[config.mk]
export PLATFORM = sky130hd
export DESIGN_NAME = traffic_light_phase_controller
export DESIGN_NICKNAME = d
export VERILOG_FILES = /design/src/design/tlpc_pkg.sv /design/src/design/traffic_light_phase_controller.sv /design/src/design/tlpc_cfg_regs.sv /design/src/design/tlpc_step.sv
export SDC_FILE = /design/constraint.sdc
export NUM_CORES = 1
export LEC_CHECK = 0
export BUFFER_PORTS_ARGS = -buffer_cell sky130_fd_sc_hd__buf_2
export CAP_MARGIN = 20
export CORE_ASPECT_RATIO = 0.7
export CORE_MARGIN = 2
export CORE_UTILIZATION = 50
export CTS_BUF_LIST = sky130_fd_sc_hd__clkbuf_4
export CTS_CLUSTER_DIAMETER = 80
export DETAILED_ROUTE_END_ITERATION = 12
export PLACE_DENSITY = 0.82
export SLEW_MARGIN = 20
export SYNTH_ARGS = -nofsm -noshare
export SYNTH_HDL_FRONTEND = slang
export SYNTH_SLANG_ARGS = --single-unit
export TNS_END_PERCENT = 10
[constraint.sdc]
create_clock -name aclk -period 3.7 [get_ports aclk]
set_input_delay 0.555 -clock aclk [delete_from_list [all_inputs] [get_ports aclk]]
set_output_delay 0.555 -clock aclk [all_outputs]
set_load 0.005 [all_outputs]
[src/design/tlpc_pkg.sv]
// Shared types, codes and tables for the traffic light phase controller.
// No dependencies; used by tlpc_cfg_regs, tlpc_step and the top level.
package tlpc_pkg;

    localparam int DWELL_W   = 16;
    localparam int SENSOR_W  = 7;
    localparam int NUM_LIGHT = 7;
    localparam int CFG_IDX_W = 2;

    // Reset values of the dwell registers
    localparam logic [DWELL_W-1:0] GREEN_DWELL_RST  = 16'd5;
    localparam logic [DWELL_W-1:0] YELLOW_DWELL_RST = 16'd1;
    localparam logic [DWELL_W-1:0] RED_DWELL_RST    = 16'd2;

    // Configuration register indexes
    typedef enum logic [CFG_IDX_W-1:0] {
        CFG_GREEN_DWELL  = 2'd0,
        CFG_YELLOW_DWELL = 2'd1,
        CFG_RED_DWELL    = 2'd2
    } cfg_idx_t;

    typedef enum logic [3:0] {
        PH_S1   = 4'd0,
        PH_S2   = 4'd1,
        PH_S3   = 4'd2,
        PH_S4   = 4'd3,
        PH_S5   = 4'd4,
        PH_S5B  = 4'd5,
        PH_S6   = 4'd6,
        PH_S6B  = 4'd7,
        PH_S7   = 4'd8,
        PH_S8   = 4'd9,
        PH_S8B  = 4'd10,
        PH_S9   = 4'd11,
        PH_S9B  = 4'd12,
        PH_S10  = 4'd13,
        PH_S11  = 4'd14,
        PH_S12  = 4'd15
    } phase_t;

    // Which dwell register reloads the counter
    typedef enum logic [1:0] {
        SEL_RED    = 2'd0,
        SEL_YELLOW = 2'd1,
        SEL_GREEN  = 2'd2
    } dwell_sel_t;

    typedef enum logic [1:0] {
        C_RED    = 2'd0,
        C_YELLOW = 2'd1,
        C_GREEN  = 2'd2
    } colour_t;

    // Element k is signal k+1
    typedef colour_t [NUM_LIGHT-1:0] colours_t;

    typedef struct packed {
        logic [DWELL_W-1:0] green;
        logic [DWELL_W-1:0] yellow;
        logic [DWELL_W-1:0] red;
    } dwell_cfg_t;

    typedef struct packed {
        phase_t             phase;
        logic [DWELL_W-1:0] dwell;
        logic               changed;
        colours_t           colours;
    } step_res_t;

    // Sensor masks, bit k-1 is sensor k
    localparam logic [SENSOR_W-1:0] MASK_S1_GO  = 7'b1100000; // sensors 6,7
    localparam logic [SENSOR_W-1:0] MASK_S5_GO  = 7'b0111101; // 1,3,4,5,6
    localparam logic [SENSOR_W-1:0] MASK_S9_GO  = 7'b1100110; // 2,3,6,7
    localparam logic [SENSOR_W-1:0] MASK_S9B_GO = 7'b1100111; // 1,2,3,6,7
    localparam logic [SENSOR_W-1:0] MASK_S12_GO = 7'b1101011; // 1,2,4,6,7

    // Signal colours shown in each phase; argument order is signal 1..7
    function automatic colours_t mk(colour_t a, colour_t b, colour_t c, colour_t d,
                                    colour_t e, colour_t f, colour_t g);
        colours_t r;
        r = {g, f, e, d, c, b, a};
        return r;
    endfunction

    function automatic colours_t phase_colours(phase_t ph);
        colours_t r;
        unique case (ph)
            PH_S1:   r = mk(C_RED,    C_RED,    C_RED,   C_RED,    C_RED,    C_RED,    C_RED);
            PH_S2:   r = mk(C_RED,    C_RED,    C_RED,   C_RED,    C_RED,    C_GREEN,  C_GREEN);
            PH_S3:   r = mk(C_RED,    C_RED,    C_RED,   C_RED,    C_RED,    C_YELLOW, C_GREEN);
            PH_S4:   r = mk(C_RED,    C_RED,    C_RED,   C_RED,    C_RED,    C_RED,    C_GREEN);
            PH_S5:   r = mk(C_GREEN,  C_GREEN,  C_RED,   C_RED,    C_RED,    C_RED,    C_GREEN);
            PH_S5B:  r = mk(C_RED,    C_GREEN,  C_RED,   C_RED,    C_RED,    C_RED,    C_GREEN);
            PH_S6:   r = mk(C_YELLOW, C_YELLOW, C_RED,   C_RED,    C_RED,    C_RED,    C_YELLOW);
            PH_S6B:  r = mk(C_RED,    C_YELLOW, C_RED,   C_RED,    C_RED,    C_RED,    C_YELLOW);
            PH_S7:   r = mk(C_RED,    C_RED,    C_RED,   C_RED,    C_RED,    C_RED,    C_RED);
            PH_S8:   r = mk(C_GREEN,  C_RED,    C_RED,   C_GREEN,  C_GREEN,  C_RED,    C_RED);
            PH_S8B:  r = mk(C_RED,    C_RED,    C_RED,   C_GREEN,  C_GREEN,  C_RED,    C_RED);
            PH_S9:   r = mk(C_YELLOW, C_RED,    C_RED,   C_YELLOW, C_GREEN,  C_RED,    C_RED);
            PH_S9B:  r = mk(C_RED,    C_RED,    C_RED,   C_YELLOW, C_GREEN,  C_RED,    C_RED);
            PH_S10:  r = mk(C_RED,    C_RED,    C_RED,   C_RED,    C_GREEN,  C_RED,    C_RED);
            PH_S11:  r = mk(C_RED,    C_RED,    C_GREEN, C_RED,    C_GREEN,  C_RED,    C_RED);
            PH_S12:  r = mk(C_RED,    C_RED,    C_YELLOW, C_RED,   C_YELLOW, C_RED,    C_RED);
            default: r = mk(C_RED,    C_RED,    C_RED,   C_RED,    C_RED,    C_RED,    C_RED);
        endcase
        return r;
    endfunction

endpackage

[src/design/traffic_light_phase_controller.sv]
// Top level of the 16-phase traffic light controller: phase and dwell state,
// result register and stream handshakes. Depends on tlpc_pkg, tlpc_cfg_regs
// and tlpc_step.
//
// Usage:
//   Input channel (s_): one item per timebase tick. s_tdata carries the seven
//   vehicle sensor levels, s_tuser the gate-down flag.
//   Result channel (m_): exactly one item per input item, holding the phase
//   after the tick, a flag telling whether the dwell expired and a step ran,
//   and the colours of signals one to seven.
//   Configuration: cfg_wr_en/cfg_addr/cfg_wdata write the green, yellow and
//   red dwell lengths (index 0, 1, 2); writes take effect at the next reload.
//   Result: registered, on m_ in the cycle after the item is accepted.
//   Throughput: one item per cycle while results are taken. The per-tick
//   work is a short decode of the phase register plus a 16-bit decrement,
//   both between the state registers and the result register.
//   Reset: phase goes to S1 (all red), dwell counter to 2, dwell registers
//   to 5/1/2; the result register is emptied.
//   Stall: while a result waits with m_tready low, s_tready drops and the
//   state holds; it rises in the cycle the result is taken.
module traffic_light_phase_controller (
    input  logic        aclk,
    input  logic        aresetn,
    // Input items
    input  logic        s_tvalid,
    output logic        s_tready,
    input  logic [7:0]  s_tdata,   // [6:0] sensor_levels, [7] zero
    input  logic        s_tuser,   // [0] gate_down
    // Result items
    output logic        m_tvalid,
    input  logic        m_tready,
    output logic [23:0] m_tdata,   // [3:0] phase, [4] phase_changed,
                                   // [6:5] light_one .. [18:17] light_seven,
                                   // [23:19] zero
    // Configuration writes
    input  logic        cfg_wr_en,
    input  logic [1:0]  cfg_addr,
    input  logic [15:0] cfg_wdata
);

    tlpc_pkg::dwell_cfg_t           dwell_cfg;
    tlpc_pkg::step_res_t            res;
    tlpc_pkg::phase_t               phase_reg;
    logic [tlpc_pkg::DWELL_W-1:0]   dwell_reg;
    logic                           m_valid_reg;
    logic [23:0]                    m_data_reg;
    logic                           s_fire;

    tlpc_cfg_regs u_cfg (
        .aclk      (aclk),
        .aresetn   (aresetn),
        .cfg_wr_en (cfg_wr_en),
        .cfg_addr  (cfg_addr),
        .cfg_wdata (cfg_wdata),
        .dwell_cfg (dwell_cfg)
    );

    tlpc_step u_step (
        .phase         (phase_reg),
        .dwell_left    (dwell_reg),
        .sensor_levels (s_tdata[tlpc_pkg::SENSOR_W-1:0]),
        .gate_down     (s_tuser),
        .dwell_cfg     (dwell_cfg),
        .res           (res)
    );

    assign s_tready = !m_valid_reg || m_tready;
    assign s_fire   = s_tvalid && s_tready;

    // Phase and dwell state advance once per accepted item
    always_ff @(posedge aclk) begin
        if (!aresetn) begin
            phase_reg <= tlpc_pkg::PH_S1;
            dwell_reg <= tlpc_pkg::RED_DWELL_RST;
        end else if (s_fire) begin
            phase_reg <= res.phase;
            dwell_reg <= res.dwell;
        end
    end

    // Result register
    always_ff @(posedge aclk) begin
        if (!aresetn) begin
            m_valid_reg <= 1'b0;
        end else if (s_tready) begin
            m_valid_reg <= s_tvalid;
        end
    end

    always_ff @(posedge aclk) begin
        if (s_fire) begin
            m_data_reg <= {5'd0, res.colours, res.changed, res.phase};
        end
    end

    assign m_tvalid = m_valid_reg;
    assign m_tdata  = m_data_reg;

endmodule

[src/design/tlpc_cfg_regs.sv]
// Dwell length registers written through the plain configuration port.
// Depends on tlpc_pkg.
module tlpc_cfg_regs (
    input  logic                             aclk,
    input  logic                             aresetn,
    input  logic                             cfg_wr_en,
    input  logic [tlpc_pkg::CFG_IDX_W-1:0]   cfg_addr,
    input  logic [tlpc_pkg::DWELL_W-1:0]     cfg_wdata,
    output tlpc_pkg::dwell_cfg_t             dwell_cfg
);

    tlpc_pkg::dwell_cfg_t cfg_reg;

    // Register writes; an unused index is dropped
    always_ff @(posedge aclk) begin
        if (!aresetn) begin
            cfg_reg.green  <= tlpc_pkg::GREEN_DWELL_RST;
            cfg_reg.yellow <= tlpc_pkg::YELLOW_DWELL_RST;
            cfg_reg.red    <= tlpc_pkg::RED_DWELL_RST;
        end else if (cfg_wr_en) begin
            unique case (cfg_addr)
                tlpc_pkg::CFG_GREEN_DWELL:  cfg_reg.green  <= cfg_wdata;
                tlpc_pkg::CFG_YELLOW_DWELL: cfg_reg.yellow <= cfg_wdata;
                tlpc_pkg::CFG_RED_DWELL:    cfg_reg.red    <= cfg_wdata;
                default: ;
            endcase
        end
    end

    assign dwell_cfg = cfg_reg;

endmodule

[src/design/tlpc_step.sv]
// One tick of the phase sequencer: dwell countdown, next-phase decode, reload
// and the colours of the resulting phase. Pure logic; depends on tlpc_pkg.
module tlpc_step (
    input  tlpc_pkg::phase_t                 phase,
    input  logic [tlpc_pkg::DWELL_W-1:0]     dwell_left,
    input  logic [tlpc_pkg::SENSOR_W-1:0]    sensor_levels,
    input  logic                             gate_down,
    input  tlpc_pkg::dwell_cfg_t             dwell_cfg,
    output tlpc_pkg::step_res_t              res
);

    logic                   expire;
    tlpc_pkg::phase_t       nxt;
    tlpc_pkg::dwell_sel_t   sel;
    logic [tlpc_pkg::DWELL_W-1:0] load;
    tlpc_pkg::phase_t       ph_out;

    // Dwell runs out when the count is at one (or zero)
    assign expire = (dwell_left[tlpc_pkg::DWELL_W-1:1] == '0);

    // Next phase and the dwell chosen by the phase being left
    always_comb begin
        nxt = phase;
        sel = tlpc_pkg::SEL_GREEN;
        unique case (phase)
            tlpc_pkg::PH_S1: begin
                if ((sensor_levels & tlpc_pkg::MASK_S1_GO) != '0) nxt = tlpc_pkg::PH_S2;
                sel = tlpc_pkg::SEL_RED;
            end
            tlpc_pkg::PH_S2: begin
                nxt = tlpc_pkg::PH_S3;
                sel = tlpc_pkg::SEL_GREEN;
            end
            tlpc_pkg::PH_S3: begin
                nxt = tlpc_pkg::PH_S4;
                sel = tlpc_pkg::SEL_YELLOW;
            end
            tlpc_pkg::PH_S4: begin
                nxt = gate_down ? tlpc_pkg::PH_S5B : tlpc_pkg::PH_S5;
                sel = tlpc_pkg::SEL_GREEN;
            end
            tlpc_pkg::PH_S5: begin
                if ((sensor_levels & tlpc_pkg::MASK_S5_GO) != '0) nxt = tlpc_pkg::PH_S6;
                sel = tlpc_pkg::SEL_GREEN;
            end
            tlpc_pkg::PH_S5B: begin
                if ((sensor_levels & tlpc_pkg::MASK_S5_GO) != '0) nxt = tlpc_pkg::PH_S6B;
                sel = tlpc_pkg::SEL_GREEN;
            end
            tlpc_pkg::PH_S6, tlpc_pkg::PH_S6B: begin
                nxt = tlpc_pkg::PH_S7;
                sel = tlpc_pkg::SEL_YELLOW;
            end
            tlpc_pkg::PH_S7: begin
                nxt = gate_down ? tlpc_pkg::PH_S8B : tlpc_pkg::PH_S8;
                sel = tlpc_pkg::SEL_RED;
            end
            tlpc_pkg::PH_S8: begin
                nxt = tlpc_pkg::PH_S9;
                sel = tlpc_pkg::SEL_GREEN;
            end
            tlpc_pkg::PH_S8B: begin
                nxt = tlpc_pkg::PH_S9B;
                sel = tlpc_pkg::SEL_GREEN;
            end
            tlpc_pkg::PH_S9: begin
                if ((sensor_levels & tlpc_pkg::MASK_S9_GO) != '0) nxt = tlpc_pkg::PH_S10;
                sel = tlpc_pkg::SEL_YELLOW;
            end
            tlpc_pkg::PH_S9B: begin
                if ((sensor_levels & tlpc_pkg::MASK_S9B_GO) != '0) nxt = tlpc_pkg::PH_S10;
                sel = tlpc_pkg::SEL_YELLOW;
            end
            tlpc_pkg::PH_S10: begin
                nxt = tlpc_pkg::PH_S11;
                sel = tlpc_pkg::SEL_GREEN;
            end
            tlpc_pkg::PH_S11: begin
                nxt = tlpc_pkg::PH_S12;
                sel = tlpc_pkg::SEL_GREEN;
            end
            tlpc_pkg::PH_S12: begin
                if ((sensor_levels & tlpc_pkg::MASK_S12_GO) != '0) nxt = tlpc_pkg::PH_S1;
                sel = tlpc_pkg::SEL_YELLOW;
            end
            default: begin
                nxt = phase;
                sel = tlpc_pkg::SEL_YELLOW;
            end
        endcase
    end

    // Reload value
    always_comb begin
        unique case (sel)
            tlpc_pkg::SEL_GREEN:  load = dwell_cfg.green;
            tlpc_pkg::SEL_YELLOW: load = dwell_cfg.yellow;
            default:              load = dwell_cfg.red;
        endcase
    end

    assign ph_out = expire ? nxt : phase;

    always_comb begin
        res.phase   = ph_out;
        res.dwell   = expire ? load : (dwell_left - 16'd1);
        res.changed = expire;
        res.colours = tlpc_pkg::phase_colours(ph_out);
    end

endmodule
# After elaboration in Yosys (flattened, before gate mapping)

Memories as Yosys holds them, arrays and structs flattened. A register that Yosys moved wholly into a read port is not among the register bits.
Index checks and enable logic that the tools add are counted.

Muxes and demuxes: 13
$add $sub $neg: 1
Equality and inequality tests: 19
Reductions and logical operators: 18

Operators with widths:

| kind                                                | number |
|---|---|
| case mux 4 bit (15 select lines)                    | 1 |
| nonzero test 7 bit                                  | 5 |
| == test 4 bit (second input constant)               | 8 |
| case mux 16 bit (2 select lines)                    | 1 |
| two-way mux 4 bit                                   | 7 |
| == test 4 x 3 -> 1 bit (second input constant)      | 4 |
| two-way mux 16 bit                                  | 1 |
| subtractor 16 x 1 -> 16 bit (second input constant) | 1 |
| logical NOT 15 bit                                  | 1 |
| == test 4 x 2 -> 1 bit (second input constant)      | 2 |
| OR reduction 8 bit                                  | 1 |
| case mux 2 bit (3 select lines)                     | 1 |
| AND reduction 2 bit                                 | 3 |
| OR reduction 6 bit                                  | 1 |
| == test 2 x 1 -> 1 bit (second input constant)      | 2 |
| == test 2 bit (second input constant)               | 2 |
| == test 4 x 1 -> 1 bit (second input constant)      | 1 |
| logical NOT 4 bit                                   | 1 |
| OR reduction 2 bit                                  | 2 |
| logical NOT 2 bit                                   | 1 |
| two-way mux 2 bit                                   | 1 |
| logical AND 1 bit                                   | 1 |
| logical NOT 1 bit                                   | 1 |
| logical OR 1 bit                                    | 1 |
| two-way mux 1 bit                                   | 1 |

Bits in read-only memories: 224
Bits in registers: 88
Bits of input ports: 32
Memories: 1
Word-level logic and storage cells: 59

Memories:

| name             | depth | width | read ports | clocked after memory_dff | write ports | RTL line       | RTL |
|---|---|---|---|---|---|---|---|
| (name not given) | 16    | 14    | 1          | 1                        | 0           | tlpc_pkg.sv:87 | `unique case (ph)` |

# Longest topological paths before layout

Word-level depth: 6
Mapped depth: 14
Gate-level depth less buffers: 11

# Hierarchy

A second synthesis with hierarchy kept.

Cells, all modules: 504
Area, all modules: 4664.5 µm²

By module, submodules not included:

| module                         | cells an instance | sequential area each (µm²) | area each (µm²) | instances |
|---|---|---|---|---|
| tlpc_cfg_regs                  | 179               | 960.9                      | 1846.8          | 1 |
| traffic_light_phase_controller | 117               | 991.0                      | 1486.4          | 1 |
| tlpc_step                      | 208               | 0.0                        | 1331.3          | 1 |

# Least setup slack after synthesis

Ideal clock, no wire load.

Path type: flip-flop to flip-flop
Start point: reg phase_reg[1]
End point: reg dwell_reg[11] (netlist name)
Data required time: 3624 ps
Stages on the path, launching flop included: 13
Path buffers: 4
Path slack: 1056 ps
Clock period less this slack: 2644 ps
Data arrival time: 2568 ps
Cell sequence: dfxtp_1 clkbuf_1 clkbuf_1 o21ai_0 a221o_1 inv_1 ha_1 clkbuf_1 clkbuf_1 a221oi_1 a2111oi_0 o21ai_0 a21boi_0

Word-level cells in the longest chain between the ends: 6
Elaborated cells on any way between the ends: 24
Classes of those cells: eq/ne: 17; mux: 3; reduce/logical: 4

Ends and longest elaborated chain:

| what                                                              | RTL line                             | RTL |
|---|---|---|
| start: declaration                                                | traffic_light_phase_controller.sv:43 | `tlpc_pkg::phase_t phase_reg;` |
| start signal: assignment                                          | traffic_light_phase_controller.sv:73 | `phase_reg <= tlpc_pkg::PH_S1;` |
| start signal: assignment                                          | traffic_light_phase_controller.sv:76 | `phase_reg <= res.phase;` |
| == test 4 x 1 -> 1 bit, or another cell as far along              | tlpc_step.sv:25                      | `unique case (phase)` |
| OR reduction 8 bit (no source line), or another cell as far along | n/a                                  |  |
| case mux 2 bit (3 select lines) *                                 | tlpc_step.sv:25                      |  |
| == test 2 x 1 -> 1 bit or == test 2 bit (tied branches)           | tlpc_step.sv:95                      | `unique case (sel)` |
| case mux 16 bit (2 select lines) *                                | tlpc_step.sv:95                      |  |
| two-way mux 16 bit *                                              | tlpc_step.sv:106                     | `res.dwell = expire ? load : (dwell_left - 16'd1);` |
| end signal: assignment                                            | traffic_light_phase_controller.sv:74 | `dwell_reg <= tlpc_pkg::RED_DWELL_RST;` |
| end signal: assignment                                            | traffic_light_phase_controller.sv:77 | `dwell_reg <= res.dwell;` |
| end: declaration                                                  | traffic_light_phase_controller.sv:44 | `logic [tlpc_pkg::DWELL_W-1:0] dwell_reg;` |

Mark *: on every way between the ends. The rest lies on a longest branch, timed or not.
A chain may end at the register's enable or synchronous reset.

# Final worst setup path

Start point: reg phase_reg[1]
End point: reg dwell_reg[10] (netlist name)

Same word-level chain as after synthesis.

==> impl_metrics.csv <==
group,metric,value,unit
worst_setup_path,crit_path_end_kind,"register",
worst_setup_path,rr_worst_depth,8,
yosys,ys.flop_type,"dfxtp_1",
clock_network,cts_hold_buf,0,
yosys,yosys.area.top_type_share,30.6,%
worst_setup_path,crit_required,4.06,ns
floorplanning,dieArea,9810,sq um
worst_setup_path,cp.arrival,3.47,ns
routing,firstDrtPassIters,7,
routing,wl_per_cell,15.7,um
worst_setup_path,reg2reg_slack,0.59,ns
timing,period_needed,3.11,ns
global_route,grt_max_degree,70,
routing,finalWirelength,10.7,mm
layout,n_antenna_cell,0,
clock_network,clockBufferDepth,2,
clock_network,root_buffer,"clkbuf_4",
timing,setup_viol,0,
worst_setup_path,endpoint,"dwell_reg[10]",
yosys,yosysMostFrequentCell,"nand2_1",
worst_setup_path,r2r_end,"dwell_reg[10]",
routing,drt_iter0_drc,414,
layout,largest_reg_flops,48,
clock_network,cts_buffers,9,
run,max-cap-violations,0,
clock_network,clk_pin_slew,0.13,ns
clock_network,cts_htree_levels,3,
clock_network,cts_tree,"done",
power_and_ir_drop,pwr-share-clk,22.9,%
power_and_ir_drop,power.density,414,nW/um^2
timing,rsz0062_at_grt,"false",
routing,via_per_inst,5.81,
power_and_ir_drop,p_total,2.01,mW
worst_hold_path,hold_depth,3,
timing,drv_slew,0,
clock_network,post_cts_buffers,0,
power_and_ir_drop,p_comb_share,24.0,%
yosys,synth_edf_count,17,
clock_network,clk_latency,0.45,ns
global_route,grt_pass1_wl,17.9,mm
yosys,ys_warn_count,0,
yosys,ys_types,65,
global_route,antenna_found_initial,0,
layout,drive_gt1_share,16.4,%
floorplanning,initial_core_util,52.3,%
routing,ant_nets,0,
power_and_ir_drop,p_int,1.34,mW
run_status,outcome,"finished, final reports clean",
yosys,postSynthCellCount,531,
yosys,ys_seq_elements,86,
floorplanning,core,8620,sq um
timing,finClkSkew,0.0227,ns
timing,hold_violations,0,
place,port_buffers,51,
clock_network,cts_resized,0,
floorplanning,rows,28,
place,place.gp.congestion,0.886,
timing,fmax,322,MHz
yosys,yosysSeqAreaShare,41.9,%
routing,drc_errors,0,
place,dp_hpwl,7.31,mm
worst_setup_path,crit_fanout,17,
worst_setup_path,startpoint,"phase_reg[1]",
routing,via_count,3955,
floorplanning,pin_count,58,
power_and_ir_drop,pwr-share-seq,53.1,%
power_and_ir_drop,leakage,1.79,nW
yosys,synth_commonest_cells,"112 x nand2_1, 69 x dfxtp_1, 53 x a21boi_0",
yosys,synth_area,4510,sq um
layout,fin_nets,596,
clock_network,cts_sinks,86,
timing,relSlewSlack,31.4,%
timing,worst_slew_pin_slew,1.03,ns
worst_hold_path,worstHoldPathType,"in2reg",
layout,area_delta_synth_final,7.85,%
worst_setup_path,critPathKind,"reg2reg",
worst_setup_path,startpoint_type,"register",
global_route,grt_overflow_total,0,
layout,fillCellCount,779,
power_and_ir_drop,swShare,33.2,%
yosys,yosys.area.top_type,"dfxtp_1",
timing,fin_setup_tns,0,ns
timing,finalCritPeriodShare,84.1,%
power_and_ir_drop,switchingPower,0.669,mW
floorplanning,die_h,83.5,um
yosys,ys_async_sr_fraction,0,%
global_route,grt_usage,22.0,%
power_and_ir_drop,peakVddDrop,180,uV
yosys,ys_top_cells_by_area,"dfxtp_1 31%, edfxtp_1 11%, nand2_1 9.3%",
floorplanning,dieWidth,118,um
yosys,synth_area_per_cell,8.49,sq um
global_route,grt_pass1_vias,3787,
worst_setup_path,r2r_start,"phase_reg[1]",
power groups by stage:
| stage | clock [mW] | sequential [mW] | combinational [mW] |
|---|---|---|---|
| after CTS | 0.466 | 1.07 | 0.477 |
| final | 0.461 | 1.07 | 0.483 |
| after global routing | 0.505 | 1.08 | 0.534 |
| after detailed placement | 0 | 1.09 | 0.476 |
| after global placement | 0 | 1.08 | 0.456 |
| after floorplan | 0 | 1.08 | 0.352 |
area by class of cell:
class / count / area (sq um) / share of cell area, %
well taps: 120 / 150 / 3.09
clock inverters: 5 / 26.3 / 0.540
inverters: 24 / 90.1 / 1.85
repair buffers: 56 / 293 / 6.02
flip-flops and latches: 86 / 1890 / 38.9
clock buffers: 11 / 82.6 / 1.70
multi-input cells: 379 / 2330 / 47.9
how the worst min path moves through the flow:
stage	to	slack, ns	startpoint
after floorplan	u_cfg.dwell_cfg[1]	0.44	u_cfg.dwell_cfg[1]
after global placement	u_cfg.dwell_cfg[32]	0.45	u_cfg.dwell_cfg[32]
after detailed placement	u_cfg.dwell_cfg[38]	0.46	u_cfg.dwell_cfg[38]
after CTS	u_cfg.dwell_cfg[1]	0.34	cfg_wdata[1]
after global routing	u_cfg.dwell_cfg[16]	0.35	cfg_wdata[0]
final	u_cfg.dwell_cfg[16]	0.35	cfg_wdata[0]
per-stage QoR:
step / util (%) / hold WS [ns] / worst slack, ns / std cells / instance area (sq um)
after global placement: 55.2 / 0.452 / 0.774 / 665 / 4760
after global routing: 56.4 / 0.354 / 0.337 / 681 / 4860
after CTS: 56.4 / 0.340 / 0.605 / 681 / 4860
after detailed placement: 55.2 / 0.461 / 0.633 / 665 / 4760
after floorplan: - / 0.441 / 1.06 / 535 / 4530
final: 56.4 / 0.354 / 0.590 / 681 / 4860
cell families after synthesis:
| logic type | count (synthesis) | synth area share [%] |
|---|---|---|
| AND/OR/NAND/NOR | 204 | 22.1 |
| AO/OA/AOI/OAI | 160 | 26.4 |
| flip-flops | 86 | 41.9 |
| buffers and inverters | 70 | 6.85 |
| adder cells (fa/ha/maj) | 8 | 2.22 |
| other | 1 | 0.0831 |
| XOR/XNOR | 1 | 0.194 |
| multiplexers | 1 | 0.250 |
cell usage in the layout, fill, tap and decap left out, types with 3 or more instances in the layout:
cell type | synthesis | routed
a2111oi_0 | 4 | 4
a21boi_0 | 53 | 53
a21oi_1 | 22 | 22
a221oi_1 | 5 | 5
a22oi_1 | 16 | 16
a32oi_1 | 3 | 3
and3_1 | 3 | 3
and3b_1 | 4 | 4
buf_2 | 1 | 51
buf_4 | 8 | 5
clkbuf_4 | 0 | 11
clkinv_1 | 0 | 3
conb_1 | 1 | 5
dfxtp_1 | 69 | 69
edfxtp_1 | 17 | 17
ha_1 | 8 | 8
inv_1 | 22 | 22
nand2_1 | 112 | 112
nand3_1 | 10 | 10
nand3b_1 | 3 | 3
nand4_1 | 5 | 5
nor2_1 | 18 | 18
nor2b_1 | 3 | 3
nor3_1 | 15 | 15
nor4_1 | 6 | 5
o21a_1 | 4 | 4
o21ai_0 | 20 | 20
o221a_2 | 7 | 7
o31ai_1 | 5 | 5
or3_1 | 3 | 3
or4_1 | 3 | 3
worst max-delay path, stage by stage, from the launching register on:
cell	delay [ns]
dfxtp_1	0.70
o21ai_0	0.18
a221o_1	0.34
inv_1	0.06
ha_1	0.62
a221oi_1	0.20
a2111oi_0	0.49
o21ai_0	0.21
a21boi_0	0.24
layer usage:
layer | wire [um] | track usage (%) | up-vias
li1 | - | - | 1949
met1 | 4950 | 29.1 | 1868
met2 | 4980 | 36.9 | 130
met3 | 655 | 4.78 | 8
met4 | 79 | 5.48 | 0
met5 | 0 | 0 | -
Note: power is estimated with default switching activity, not from simulation.
